## src/sv/vspc_pkg.sv

```systemverilog
package vspc_pkg;

  // Field widths of the item, result and config ports.
  localparam int unsigned CharW  = 8;
  localparam int unsigned MajorW = 6;
  localparam int unsigned MinorW = 6;
  localparam int unsigned PatchW = 4;
  localparam int unsigned CfgW   = 6;

  // Working width of a number while it is parsed (two decimal digits).
  localparam int unsigned NumW = 7;

  // Three numbers make up a version: major, minor and patch.
  localparam int unsigned NumCount = 3;
  localparam int unsigned DoneW    = 2;

  // Number of digits per number, held as a small count.
  localparam int unsigned DigitCntW = 2;
  localparam int unsigned DigitMax  = 2;

  localparam int unsigned MaxCharsDefault = 8;
  localparam int unsigned MinChars        = 5;

  localparam int unsigned MajorLimit = 63;
  localparam int unsigned MinorLimit = 63;
  localparam int unsigned PatchLimit = 15;

  localparam logic [CharW-1:0] CharNul  = 8'h00;
  localparam logic [CharW-1:0] CharZero = 8'h30;
  localparam logic [CharW-1:0] CharNine = 8'h39;
  localparam logic [CharW-1:0] CharDot  = 8'h2E;

  typedef enum logic [1:0] {
    CfgCurMajor = 2'd0,
    CfgCurMinor = 2'd1,
    CfgCurPatch = 2'd2
  } cfg_idx_e;

endpackage

```

## src/sv/version_string_parse_compare_unit.sv

```systemverilog
// Channel | Direction | Handshake                  | Payload
// in      | input     | in_valid_i / in_ready_o    | char_byte_i, last_byte_i
// out     | output    | out_valid_o / out_ready_i  | valid_res_o, major_o, minor_o, patch_o,
//         |           |                            | is_newer_o
// cfg     | input     | cfg_we_i (no wait)         | cfg_idx_i, cfg_data_i
//
// One item is taken per cycle while in_ready_o is high; the parse state is updated on the edge that accepts it.
// The item carrying the last flag has its result written into the output register on the edge that accepts it.
// Asynchronous active-low reset clears the parse state, the current version and the output valid flag.
// A result waiting in the output register holds back further items until it is taken;
// with out_ready_i held high the block takes an item in every cycle.
module version_string_parse_compare_unit #(
  parameter int unsigned MaxChars = vspc_pkg::MaxCharsDefault
) (
  input  logic                          clk_i,
  input  logic                          rst_ni,

  input  logic                          in_valid_i,
  output logic                          in_ready_o,
  input  logic [vspc_pkg::CharW-1:0]    char_byte_i,
  input  logic                          last_byte_i,

  output logic                          out_valid_o,
  input  logic                          out_ready_i,
  output logic                          valid_res_o,
  output logic [vspc_pkg::MajorW-1:0]   major_o,
  output logic [vspc_pkg::MinorW-1:0]   minor_o,
  output logic [vspc_pkg::PatchW-1:0]   patch_o,
  output logic                          is_newer_o,

  input  logic                          cfg_we_i,
  input  logic [1:0]                    cfg_idx_i,
  input  logic [vspc_pkg::CfgW-1:0]     cfg_data_i
);

  localparam int unsigned CntW  = $clog2(MaxChars + 1);
  localparam int unsigned NumW  = vspc_pkg::NumW;
  localparam int unsigned DoneW = vspc_pkg::DoneW;
  localparam int unsigned DcW   = vspc_pkg::DigitCntW;

  // Current installed version.
  logic [vspc_pkg::MajorW-1:0] cur_major_q;
  logic [vspc_pkg::MinorW-1:0] cur_minor_q;
  logic [vspc_pkg::PatchW-1:0] cur_patch_q;

  // Parse state.
  logic [CntW-1:0]  cnt_q, cnt_d;
  logic             ended_q, ended_d;
  logic             rej_q, rej_d;
  logic             in_num_q, in_num_d;
  logic [DcW-1:0]   dc_q, dc_d;
  logic             fdz_q, fdz_d;
  logic [NumW-1:0]  num_q, num_d;
  logic [DoneW-1:0] nd_q, nd_d;
  logic [NumW-1:0]  saved_q [vspc_pkg::NumCount];
  logic [NumW-1:0]  saved_d [vspc_pkg::NumCount];
  logic             lwd_q, lwd_d;

  // Output register.
  logic                        out_valid_q;
  logic                        res_valid_q, res_valid_d;
  logic [vspc_pkg::MajorW-1:0] major_q, major_d;
  logic [vspc_pkg::MinorW-1:0] minor_q, minor_d;
  logic [vspc_pkg::PatchW-1:0] patch_q, patch_d;
  logic                        newer_q, newer_d;

  logic       in_fire;
  logic       is_numeral;
  logic       is_dot;
  logic [3:0] digit;

  assign in_ready_o = !out_valid_q || out_ready_i;
  assign in_fire    = in_valid_i && in_ready_o;

  assign is_numeral = (char_byte_i >= vspc_pkg::CharZero) &&
                      (char_byte_i <= vspc_pkg::CharNine);
  assign is_dot     = (char_byte_i == vspc_pkg::CharDot);
  assign digit      = 4'(char_byte_i - vspc_pkg::CharZero);

  always_comb begin
    logic             fin_rej;
    logic [DoneW-1:0] fin_nd;
    logic [NumW-1:0]  fin_saved [vspc_pkg::NumCount];
    logic             ok;

    cnt_d    = cnt_q;
    ended_d  = ended_q;
    rej_d    = rej_q;
    in_num_d = in_num_q;
    dc_d     = dc_q;
    fdz_d    = fdz_q;
    num_d    = num_q;
    nd_d     = nd_q;
    saved_d  = saved_q;
    lwd_d    = lwd_q;

    // Byte update until a NUL ends the string: each other character is counted, then parsed unless rejected.
    if (in_fire && !ended_q) begin
      if (char_byte_i == vspc_pkg::CharNul) begin
        ended_d = 1'b1;
      end else begin
        if (cnt_q >= CntW'(MaxChars)) begin
          rej_d = 1'b1;
        end else begin
          cnt_d = cnt_q + CntW'(1);
        end
        if (!rej_d) begin
          if (!is_numeral && !is_dot) begin
            rej_d = 1'b1;
          end else if (!in_num_q && nd_q == DoneW'(vspc_pkg::NumCount)) begin
            rej_d = 1'b1;
          end else if (cnt_q == '0 && !is_numeral) begin
            rej_d = 1'b1;
          end else if (in_num_q && is_numeral && dc_q >= DcW'(vspc_pkg::DigitMax)) begin
            rej_d = 1'b1;
          end else if (in_num_q && is_numeral && fdz_q) begin
            // A second digit after a leading zero.
            rej_d = 1'b1;
          end else begin
            if (in_num_q && is_dot) begin
              if (nd_q < DoneW'(vspc_pkg::NumCount)) begin
                saved_d[nd_q] = num_q;
                nd_d          = nd_q + DoneW'(1);
              end else begin
                rej_d = 1'b1;
              end
              in_num_d = 1'b0;
              dc_d     = '0;
              fdz_d    = 1'b0;
              num_d    = '0;
            end else if (!in_num_q && is_numeral) begin
              fdz_d    = (char_byte_i == vspc_pkg::CharZero);
              dc_d     = DcW'(1);
              num_d    = NumW'(digit);
              in_num_d = 1'b1;
            end else if (in_num_q && is_numeral) begin
              num_d = num_q * NumW'(10) + NumW'(digit);
              dc_d  = DcW'(vspc_pkg::DigitMax);
            end
            lwd_d = is_dot;
          end
        end
      end
    end

    // End of string: close an open number and judge the whole version.
    fin_rej   = rej_d;
    fin_nd    = nd_d;
    fin_saved = saved_d;
    if (!rej_d && in_num_d) begin
      if (nd_d < DoneW'(vspc_pkg::NumCount)) begin
        fin_saved[nd_d] = num_d;
        fin_nd          = nd_d + DoneW'(1);
      end else begin
        fin_rej = 1'b1;
      end
    end

    ok = !fin_rej
      && cnt_d >= CntW'(vspc_pkg::MinChars)
      && cnt_d <= CntW'(MaxChars)
      && !lwd_d
      && fin_nd == DoneW'(vspc_pkg::NumCount)
      && fin_saved[0] <= NumW'(vspc_pkg::MajorLimit)
      && fin_saved[1] <= NumW'(vspc_pkg::MinorLimit)
      && fin_saved[2] <= NumW'(vspc_pkg::PatchLimit);

    res_valid_d = ok;
    major_d     = ok ? vspc_pkg::MajorW'(fin_saved[0]) : '0;
    minor_d     = ok ? vspc_pkg::MinorW'(fin_saved[1]) : '0;
    patch_d     = ok ? vspc_pkg::PatchW'(fin_saved[2]) : '0;
    if (!ok) begin
      newer_d = 1'b0;
    end else if (major_d != cur_major_q) begin
      newer_d = major_d > cur_major_q;
    end else if (minor_d != cur_minor_q) begin
      newer_d = minor_d > cur_minor_q;
    end else begin
      newer_d = patch_d > cur_patch_q;
    end

    // The last item starts the next string from a clean state.
    if (in_fire && last_byte_i) begin
      cnt_d    = '0;
      ended_d  = 1'b0;
      rej_d    = 1'b0;
      in_num_d = 1'b0;
      dc_d     = '0;
      fdz_d    = 1'b0;
      num_d    = '0;
      nd_d     = '0;
      lwd_d    = 1'b0;
      for (int i = 0; i < vspc_pkg::NumCount; i++) begin
        saved_d[i] = '0;
      end
    end
  end

  always_ff @(posedge clk_i or negedge rst_ni) begin
    if (!rst_ni) begin
      cnt_q    <= '0;
      ended_q  <= 1'b0;
      rej_q    <= 1'b0;
      in_num_q <= 1'b0;
      dc_q     <= '0;
      fdz_q    <= 1'b0;
      num_q    <= '0;
      nd_q     <= '0;
      lwd_q    <= 1'b0;
      for (int i = 0; i < vspc_pkg::NumCount; i++) begin
        saved_q[i] <= '0;
      end
    end else begin
      cnt_q    <= cnt_d;
      ended_q  <= ended_d;
      rej_q    <= rej_d;
      in_num_q <= in_num_d;
      dc_q     <= dc_d;
      fdz_q    <= fdz_d;
      num_q    <= num_d;
      nd_q     <= nd_d;
      lwd_q    <= lwd_d;
      saved_q  <= saved_d;
    end
  end

  always_ff @(posedge clk_i or negedge rst_ni) begin
    if (!rst_ni) begin
      cur_major_q <= '0;
      cur_minor_q <= '0;
      cur_patch_q <= '0;
    end else if (cfg_we_i) begin
      unique case (cfg_idx_i)
        vspc_pkg::CfgCurMajor: cur_major_q <= vspc_pkg::MajorW'(cfg_data_i);
        vspc_pkg::CfgCurMinor: cur_minor_q <= vspc_pkg::MinorW'(cfg_data_i);
        vspc_pkg::CfgCurPatch: cur_patch_q <= vspc_pkg::PatchW'(cfg_data_i);
        default: ;
      endcase
    end
  end

  always_ff @(posedge clk_i or negedge rst_ni) begin
    if (!rst_ni) begin
      out_valid_q <= 1'b0;
    end else if (in_fire && last_byte_i) begin
      out_valid_q <= 1'b1;
    end else if (out_ready_i) begin
      out_valid_q <= 1'b0;
    end
  end

  always_ff @(posedge clk_i) begin
    if (in_fire && last_byte_i) begin
      res_valid_q <= res_valid_d;
      major_q     <= major_d;
      minor_q     <= minor_d;
      patch_q     <= patch_d;
      newer_q     <= newer_d;
    end
  end

  assign out_valid_o = out_valid_q;
  assign valid_res_o = res_valid_q;
  assign major_o     = major_q;
  assign minor_o     = minor_q;
  assign patch_o     = patch_q;
  assign is_newer_o  = newer_q;

endmodule
```

## config.mk

```make
export PLATFORM = sky130hd
export DESIGN_NAME = version_string_parse_compare_unit
export DESIGN_NICKNAME = d
export VERILOG_FILES = /design/src/sv/vspc_pkg.sv /design/src/sv/version_string_parse_compare_unit.sv
export SDC_FILE = /design/constraint.sdc
export NUM_CORES = 1
export LEC_CHECK = 0
export BUFFER_PORTS_ARGS = -buffer_cell sky130_fd_sc_hd__buf_2
export CAP_MARGIN = 10
export CORE_MARGIN = 2
export CORE_UTILIZATION = 50
export DETAILED_ROUTE_END_ITERATION = 8
export HOLD_SLACK_MARGIN = 0.02
export PLACE_DENSITY = 0.79
export SLEW_MARGIN = 0
export SYNTH_ARGS = -nofsm -noshare
export SYNTH_HDL_FRONTEND = slang
export SYNTH_SLANG_ARGS = --single-unit
```

## constraint.sdc

```tcl
create_clock -name clk_i -period 5.49 [get_ports clk_i]
set_input_delay 0.549 -clock clk_i [delete_from_list [all_inputs] [get_ports clk_i]]
set_output_delay 0.549 -clock clk_i [all_outputs]
set_load 0.05 [all_outputs]
```

==> summary.md, run 1 <==
| Metric | Value |
|---|---|
| Status | completed |
| DR vias/cell | 6.26 |
| Cell count after synthesis | 440 |
| Register Area | 1970 µm² |
| Wirelength per Cell | 18.8 µm |
| Setup total negative slack | 0 ns |
| Ranking of synthesized cells by area | dfrtp_1, edfxtp_1, ha_1 |
| Initial DRC count | 257 |
| Unrepaired setup endpoints after global routing | false |
| Port bufs | 41 |
| Sequential area share after synthesis | 42.3% |
| Crit path largest cell delay | 0.52 ns |
| GRT Resource Usage Total | 22.9% |
| # resized after CTS | 0 |
| Remaining DRCs | 0 |
| Syn Std Cell Area | 4650 µm² |
| Initial Utilization | 50.9% |
| Avg Inst Size Synth | 10.6 µm² |
| CTS tree | done |
| Setup Buffers After CTS | 0 |
| Tmin final | 5.16 ns |
| Main synth FF type | dfrtp_1 |
| Slew HR | 25.4% |
| MaxCap Viol Count | 0 |
| Largest net degree at the start of global routing | 58 |
| Critical path launch point type | flip-flop |
| Number of global-route vias before repair | 3704 |
| Clock Tree Root | clkbuf_8 |
| Worst slew pin tran | 1.12 ns |
| Area of the multi-input gates | 2530 µm² |
| Worst reg-to-reg setup slack | 0.33 ns |
| Final ANT Viol Nets | 0 |
| DRT Pass-1 Iters | 4 |
| Synth Register Bits | 75 |
| Number of sinks on the clock net | 75 |
| First-pass GRT wire length | 18.1 mm |
| Final HPWL DP | 7.98 mm |
| Slowest-stage cell, CP | o32a_2 |
| Most frequent cells after synthesis | dfrtp_1, nor2_1, mux2i_1 |
| TritonCTS buffer count | 9 |
| Critical Path, Cell by Cell | ha_1 -> ha_1 -> inv_1 -> fa_1 -> nand2b_1 -> o2bb2ai_1 -> nor4_1 -> nor3_2 -> nand2b_1 -> o32a_2 -> a2111oi_2 -> ha_1 -> nor2b_1 -> o21a_1 -> o21a_1 -> o21a_1 -> o21a_1 -> o311ai_0 -> a211oi_1 |
| Die height | 100 µm |
| Most frequent cell after synthesis | dfrtp_1 |
| Post-synth EDFFs | 18 |
| Layout net count | 531 |
| Critical path class | reg2reg |
| I/O pin cnt | 42 |
| Worst-Skew Late Latency | 0.36 ns |
| P_leak | 2.26 nW |
| Ys async rst share | 76.0% |
| Die X | 100 µm |
| Max frequency | 0.194 GHz |
| N_diodes | 0 |
| RR Endpoint | is_newer_o |
| Largest area contributor in the netlist | dfrtp_1 |
| PnR worst setup slack | 0.335 ns |
| Worst IR Drop VDD | 141 µV |
| Clock transition at path regs | 0.09 ns |
| Critical Path AT | 5.24 ns |
| R2r startpoint | num_q[1] |
| Clock tree buffer depth | 2 |
| H-tree depth | 3 |
| Max-slew violations | 0 |
| Fill cell count | 751 |
| R2R depth | 19 |
| Gpl congestion | 0.922 |
| Core region area | 9150 µm² |
| Placement Setup Slack | 0.472 ns |
| Ratio of cells with drive above 1 in the final layout | 20.5% |
| Syn nets | 489 |
| Detailed-route via count | 3746 |
| Post-DP Area | 4960 µm² |
| Area delta synth->final | 11.0% |
| CP Max Fanout | 17 |
| Fin Hold WS | 0.338 ns |
| Synth top area share | 30.6% |
| Initial antenna violation count | 0 |
| Fin cells | 598 |
| Cell Rows | 35 |
| Post-route cell area | 5160 µm² |
| Hold_buf cts | 0 |
| Die ar. | 10100 µm² |
| Overflow after GRT | 0 |
| Fin. Hold Viols | 0 |
| Hold Crit Class | in2async |
| Crit share post-route | 93.9% |
| Synth cell types | 68 |
| Crit path top cell by count | o21a_1 |
| Final WL | 11.3 mm |
| Yosys warning count | 0 |
| Crit end category | flip-flop |
| Final setup fails | 0 |
| Worst clock skew | 0.0103 ns |
| CP required | 5.57 ns |
| Placed Cells | 582 |
| PD cells | 262 nW/µm² |
-- worst max-delay path by stage --
stage                 end  cells after the start      startpoint  slack [ns]
6_report       is_newer_o                     19        num_q[1]        0.33
5_1_grt        is_newer_o                     19        num_q[1]        0.02
4_1_cts        is_newer_o                     19        num_q[1]        0.38
3_5_place_dp   is_newer_o                     19        num_q[1]        0.47
3_3_place_gp   is_newer_o                     16  char_byte_i[2]        0.53
2_1_floorplan  is_newer_o                     16     out_valid_o        0.72
-- power by group --
part	total (mW)	internal [mW]	switching (mW)
clock	0.444	0.224	0.219
combinational	0.268	0.0945	0.173
sequential	0.643	0.610	0.0331
-- layout by cell type, fill, tap and decap left out, types with 4 or more instances in the layout --
cell,synthesis,layout
clkbuf_8,0,10
nand3_1,7,7
and2_1,6,6
buf_4,0,6
nand3b_1,4,4
ha_1,25,25
buf_2,3,41
mux2_2,11,11
edfxtp_1,18,18
inv_1,20,20
nor3_1,10,10
and3_1,4,4
dfrtp_1,57,57
nor2b_1,13,13
a21oi_1,14,14
nor2_1,50,50
xnor2_1,6,6
nand2b_1,4,4
nor4_1,5,4
o21a_1,11,11
mux2i_1,27,27
a22oi_1,4,4
a2111oi_2,10,10
nand2_1,25,25
o21ai_0,17,17
nand4_1,11,11
-- final cells by class --
class                   instances  share of cell area, %
clock buffers                  11                   2.74
clock inverters                 5                   1.16
inverters                      21                   1.53
multi-input cells             328                   49.0
flip-flops and latches         75                   38.1
well taps                     111                   2.69
repair buffers                 47                   4.84
-- flip-flops by register name, indices dropped and copies added, names as in the netlist, 2 cells and up --
name	flops
cnt_q	4
cur_major_q	6
cur_minor_q	6
cur_patch_q	4
major_o	6
minor_o	6
nd_q	2
num_q	7
patch_o	4
saved_q	21
-- routing by layer --
metal / vias up / GRT usage, % / part of all wire (%)
li1: 1740 / - / -
met1: 1841 / 29.1 / 43
met2: 134 / 37.3 / 48
met3: 31 / 5.34 / 4.9
met4: 0 / 10.3 / 3.5
met5: - / 0 / 0
-- kinds of logic (layout without fill, tap and decap cells) --
logic type / count (synthesis) / count (layout) / synth area share, %
AO/OA/AOI/OAI: 94 / 94 / 17.7
buffers and inverters: 37 / 84 / 3.55
multiplexers: 38 / 38 / 8.47
flip-flops: 75 / 75 / 42.3
adder cells (fa/ha/maj): 27 / 27 / 7.58
XOR/XNOR: 9 / 9 / 1.69
AND/OR/NAND/NOR: 160 / 160 / 18.7
-- stage by stage --
step | power, mW | util (%)
after floorplan | 0.840 | -
after global placement | 0.904 | 54.2
after detailed placement | 0.918 | 54.2
after CTS | 1.36 | 56.4
after global routing | 1.42 | 56.4
final | 1.35 | 56.4
-- critical path, delay by kind of cell, from the launching register on --
family                   cells  cell delay [ns]
buffers and inverters        1             0.07
AND/OR/NAND/NOR              5             0.87
adder cells (fa/ha/maj)      4             1.26
AO/OA/AOI/OAI                9             2.20
flip-flops                   1             0.48
(Power assumes the default switching activity.)
==> run 2, diff against run 1 <==
- CELL_PAD_IN_SITES_DETAIL_PLACEMENT: unset -> 0
- CELL_PAD_IN_SITES_GLOBAL_PLACEMENT: unset -> 2
- CORE_MARGIN: 2 -> unset
- CORE_UTILIZATION: 50 -> 39
- PLACE_DENSITY: 0.79 -> 0.89
==> run 2 against run 1 <==
Largest cell class unchanged. Critical path type unchanged. Critical endpoint unchanged. Sequential power about the same. Die area up 23%. Routed wire length up 2.6%. Global-route usage down 3.1 points. Setup slack better by 0.19 ns. Largest power group unchanged. Cell area up 3.7%. Power up 12%. The run now ends with design-rule violations left. Non-clock buffer count up 7. Combinational power about the same. First-iteration DRC count down 13%. Hold slack better by 0.020 ns. Utilization down 9.9 points.
==> summary.md, run 2 (same netlist as run 1, synthesis figures left out) <==
| Metric | Value |
|---|---|
| Biggest regs | saved_q x21, num_q x7 |
| Final Power | 1.52 mW |
| Post-DP Area | 5050 µm² |
| PD cells | 283 nW/µm² |
| P_leak | 2.35 nW |
| CP Buf/Inv Count | 2 |
| Gpl congestion | 0.797 |
| First-pass GRT wire length | 19.1 mm |
| Area delta synth->final | 15.1% |
| Slowest-stage cell, CP | dfrtp_1 |
| Worst-Skew Late Latency | 0.34 ns |
| Unrepaired setup endpoints after global routing | false |
| Die X | 111 µm |
| Slew HR | 32.2% |
| Initial DRC count | 224 |
| Status | finished, violations left |
| Fin cells | 637 |
| Max-slew violations | 0 |
| Detailed-route via count | 3661 |
| Crit path top cell by count | o21a_1 |
| Max FFs per register | 21 |
| DR vias/cell | 5.75 |
| Initial Utilization | 40.4% |
| Critical path class | reg2reg |
| Post-route cell area | 5360 µm² |
| Number of global-route vias before repair | 3609 |
| H-tree depth | 3 |
| Crit end category | flip-flop |
| Ratio of cells with drive above 1 in the final layout | 21.7% |
| Tmin final | 4.97 ns |
| Port bufs | 41 |
| Number of sinks on the clock net | 75 |
| Overflow after GRT | 0 |
| CTS tree | done |
| Remaining DRCs | 4 |
| TritonCTS buffer count | 9 |
| R2R depth | 19 |
| I/O pin cnt | 42 |
| Max frequency | 0.201 GHz |
| Delay-heaviest family, CP | compound AO/OA/AOI/OAI gates |
| Crit share post-route | 90.5% |
| Clock Tree Root | clkbuf_16 |
| # resized after CTS | 0 |
| Critical path launch point type | flip-flop |
| Hold_buf cts | 0 |
| Hold Crit Class | in2async |
| Critical Path AT | 5.05 ns |
| R2r startpoint | num_q[1] |
| Fin. Hold Viols | 0 |
| Layout net count | 538 |
| Placed Cells | 620 |
| Worst slew pin tran | 1.02 ns |
| MaxCap Viol Count | 0 |
| Setup Buffers After CTS | 0 |
| Initial antenna violation count | 0 |
| Final ANT Viol Nets | 0 |
| Final HPWL DP | 8.54 mm |
| Final WL | 11.6 mm |
| Setup total negative slack | 0 ns |
| Wirelength per Cell | 18.1 µm |
| Worst reg-to-reg setup slack | 0.52 ns |
| CP required | 5.58 ns |
| CP Max Fanout | 9 |
| Largest net degree at the start of global routing | 58 |
| Clock transition at path regs | 0.07 ns |
| Critical Path, Cell by Cell | ha_1 -> ha_1 -> inv_1 -> fa_1 -> nand2b_1 -> o2bb2ai_1 -> nor4_1 -> nor3_2 -> nand2b_1 -> o32a_2 -> buf_4 -> a2111oi_2 -> ha_1 -> o21a_1 -> o21a_1 -> o21a_1 -> o21a_1 -> o311ai_0 -> a211oi_1 |
| GRT Resource Usage Total | 19.8% |
| Biggest register | saved_q |
| RR Endpoint | is_newer_o |
| Worst clock skew | 0.0112 ns |
| Worst IR Drop VDD | 145 µV |
| Final setup fails | 0 |
| DRT Pass-1 Iters | 6 |
| Core region area | 11500 µm² |
| Die height | 111 µm |
| Most common cell after layout, fill and taps aside | dfrtp_1 |
| N_diodes | 0 |
| Cell Rows | 39 |
| Failing checks | design-rule violations |
| Die ar. | 12400 µm² |
| Crit path largest cell delay | 0.47 ns |
| Clock tree buffer depth | 2 |
| Leading cell types in the layout, fill and taps excluded | dfrtp_1, nor2_1, buf_2 |
## run 2: how the worst max path moves through the flow
| stage | from | cells past startpoint | slack (ns) | end |
|---|---|---|---|---|
| 2_1_floorplan | out_valid_o | 16 | 0.72 | is_newer_o |
| 3_3_place_gp | num_q[1] | 19 | 0.66 | is_newer_o |
| 3_5_place_dp | num_q[1] | 19 | 0.48 | is_newer_o |
| 4_1_cts | num_q[1] | 19 | 0.49 | is_newer_o |
| 5_1_grt | num_q[1] | 19 | 0.14 | is_newer_o |
| 6_report | num_q[1] | 19 | 0.52 | is_newer_o |
## run 2: per-layer routing
layer,wire length (µm),GRT usage (%),vias to the layer above
li1,-,-,1738
met1,5140,25.6,1835
met2,5840,33.0,70
met3,371,3.88,18
met4,205,6.67,0
met5,0,0,-
## run 2: final cells by class
class                      count  area (µm²)
clock buffer                  11         243
multi-input combinational    328        2530
inverter                      21        78.8
fill                        1107        6160
tap                          143         179
timing repair buffer          54         300
sequential                    75        1970
clock inverter                 5        61.3
## run 2: through the flow
step           setup WS, ns  hold WS [ns]  util, %
3_5_place_dp          0.481         0.493     43.8
5_1_grt               0.140         0.423     46.5
2_1_floorplan         0.724         0.253        -
4_1_cts               0.493         0.398     46.5
6_report              0.524         0.358     46.5
3_3_place_gp          0.660         0.482     43.8
## run 2: where the power goes
group / total, mW / internal, mW / switching [mW]
clock: 0.603 / 0.367 / 0.236
combinational: 0.267 / 0.0941 / 0.173
sequential: 0.645 / 0.611 / 0.0336
## run 2: worst register-to-register path: stages, from the launching register on
cell,delay (ns)
dfrtp_1,0.47
ha_1,0.33
ha_1,0.20
inv_1,0.06
fa_1,0.42
nand2b_1,0.18
o2bb2ai_1,0.24
nor4_1,0.11
nor3_2,0.35
nand2b_1,0.12
o32a_2,0.44
buf_4,0.22
a2111oi_2,0.27
ha_1,0.32
o21a_1,0.12
o21a_1,0.16
o21a_1,0.16
o21a_1,0.15
o311ai_0,0.28
a211oi_1,0.12
==> run 3, diff against run 2 <==
- MAX_ROUTING_LAYER: unset -> met4
==> run 3 against run 2 <==
Clock power about the same. Hold slack worse by 0.0070 ns. Critical path depth unchanged. The flow still finishes with violations (design-rule violations).
==> summary.md, run 3 (same netlist as run 1, synthesis figures left out) <==
| Metric | Value |
|---|---|
| Status | finished, violations left |
| Failing checks | design-rule violations |
| Setup total negative slack | 0 ns |
| DR vias/cell | 5.73 |
| PnR worst setup slack | 0.517 ns |
| Gpl congestion | 0.809 |
| Ratio of cells with drive above 1 in the final layout | 21.7% |
| Critical Path AT | 5.06 ns |
| Number of global-route vias before repair | 3607 |
| Unrepaired setup endpoints after global routing | false |
| Area delta synth->final | 15.1% |
| Final HPWL DP | 8.54 mm |
| Clock tree buffer depth | 2 |
| H-tree depth | 3 |
| Largest net degree at the start of global routing | 58 |
| PD cells | 283 nW/µm² |
| Critical path launch point type | flip-flop |
| Slew HR | 30.4% |
| Number of sinks on the clock net | 75 |
| Utilization after layout | 46.5% |
| Die ar. | 12400 µm² |
| Crit end category | flip-flop |
| R2R depth | 19 |
| Hold Crit Class | in2async |
| Critical path class | reg2reg |
| Die height | 111 µm |
| First-pass GRT wire length | 19.1 mm |
| Most common cell after layout, fill and taps aside | dfrtp_1 |
| Fin. Hold Viols | 0 |
| Final setup fails | 0 |
| CP Max Fanout | 9 |
| MaxCap Viol Count | 0 |
| Crit share post-route | 90.6% |
| Clock transition at path regs | 0.07 ns |
| CTS tree | done |
| Worst IR Drop VDD | 145 µV |
| Biggest regs | saved_q x21, num_q x7 |
| Remaining DRCs | 4 |
| Worst-Skew Late Latency | 0.34 ns |
| DRT Pass-1 Iters | 7 |
| Worst slew pin tran | 1.04 ns |
| Hold_buf cts | 0 |
| GRT Resource Usage Total | 20.4% |
| Wirelength per Cell | 18.2 µm |
| P_leak | 2.35 nW |
| Biggest register | saved_q |
| Clock Tree Root | clkbuf_16 |
| Leading cell types in the layout, fill and taps excluded | dfrtp_1, nor2_1, buf_2 |
| # resized after CTS | 0 |
| Worst clock skew | 0.0104 ns |
| Overflow after GRT | 0 |
| Detailed-route via count | 3648 |
| Layout net count | 538 |
| Cell Rows | 39 |
| Port bufs | 41 |
| Final ANT Viol Nets | 0 |
| CP required | 5.58 ns |
| Max FFs per register | 21 |
| Worst reg-to-reg setup slack | 0.52 ns |
| Setup Buffers After CTS | 0 |
| Initial antenna violation count | 0 |
| N_diodes | 0 |
| Placement Setup Slack | 0.481 ns |
| I/O pin cnt | 42 |
| Initial DRC count | 206 |
| Final WL | 11.6 mm |
| Initial Utilization | 40.4% |
| Die X | 111 µm |
| Max frequency | 0.201 GHz |
| Tmin final | 4.97 ns |
| Core region area | 11500 µm² |
| Max-slew violations | 0 |
| TritonCTS buffer count | 9 |
[run 3: critical path, cell delays in order (launching register included)]
cell	delay, ns
dfrtp_1	0.47
ha_1	0.33
ha_1	0.20
inv_1	0.06
fa_1	0.42
nand2b_1	0.18
o2bb2ai_1	0.24
nor4_1	0.11
nor3_2	0.35
nand2b_1	0.13
o32a_2	0.44
buf_4	0.22
a2111oi_2	0.27
ha_1	0.32
o21a_1	0.12
o21a_1	0.16
o21a_1	0.16
o21a_1	0.15
o311ai_0	0.28
a211oi_1	0.12
[run 3: final timing paths]
kind,end,from
max,is_newer_o,num_q[1]
min,out_valid_o,rst_ni
max reg2reg,is_newer_o,num_q[1]
min reg2reg,cur_minor_q[3],cur_minor_q[3]
max in group asynchronous,num_q[3],rst_ni
min in group clk_i,cur_major_q[5],cfg_data_i[5]
[run 3: final cells by class]
class / count / area (µm²)
clock buffer: 11 / 243
clock inverter: 5 / 61.3
inverter: 21 / 78.8
fill: 1107 / 6160
tap: 143 / 179
multi-input combinational: 328 / 2530
timing repair buffer: 54 / 300
sequential: 75 / 1970
[run 3: metal layers]
| metal | GRT usage, % | part of all wire [%] |
|---|---|---|
| met5 | - | 0 |
| met4 | 6.67 | 2.1 |
| met3 | 3.88 | 3.5 |
| met2 | 32.9 | 50 |
| met1 | 25.8 | 45 |
[run 3: where the power goes]
group          leakage, nW  internal (mW)  switching [mW]
Combinational         1.27         0.0941           0.173
Clock                0.150          0.367           0.235
Sequential           0.927          0.611          0.0342
Total                 2.35           1.07           0.442
[run 3: per-stage QoR]
| step | total power, mW | instance area [µm²] | instances | hold slack, ns |
|---|---|---|---|---|
| 2_1_floorplan | 0.840 | 4650 | 440 | 0.253 |
| 3_3_place_gp | 0.913 | 5050 | 620 | 0.482 |
| 3_5_place_dp | 0.920 | 5050 | 620 | 0.493 |
| 4_1_cts | 1.53 | 5350 | 636 | 0.398 |
| 5_1_grt | 1.58 | 5360 | 637 | 0.425 |
| 6_report | 1.51 | 5360 | 637 | 0.351 |
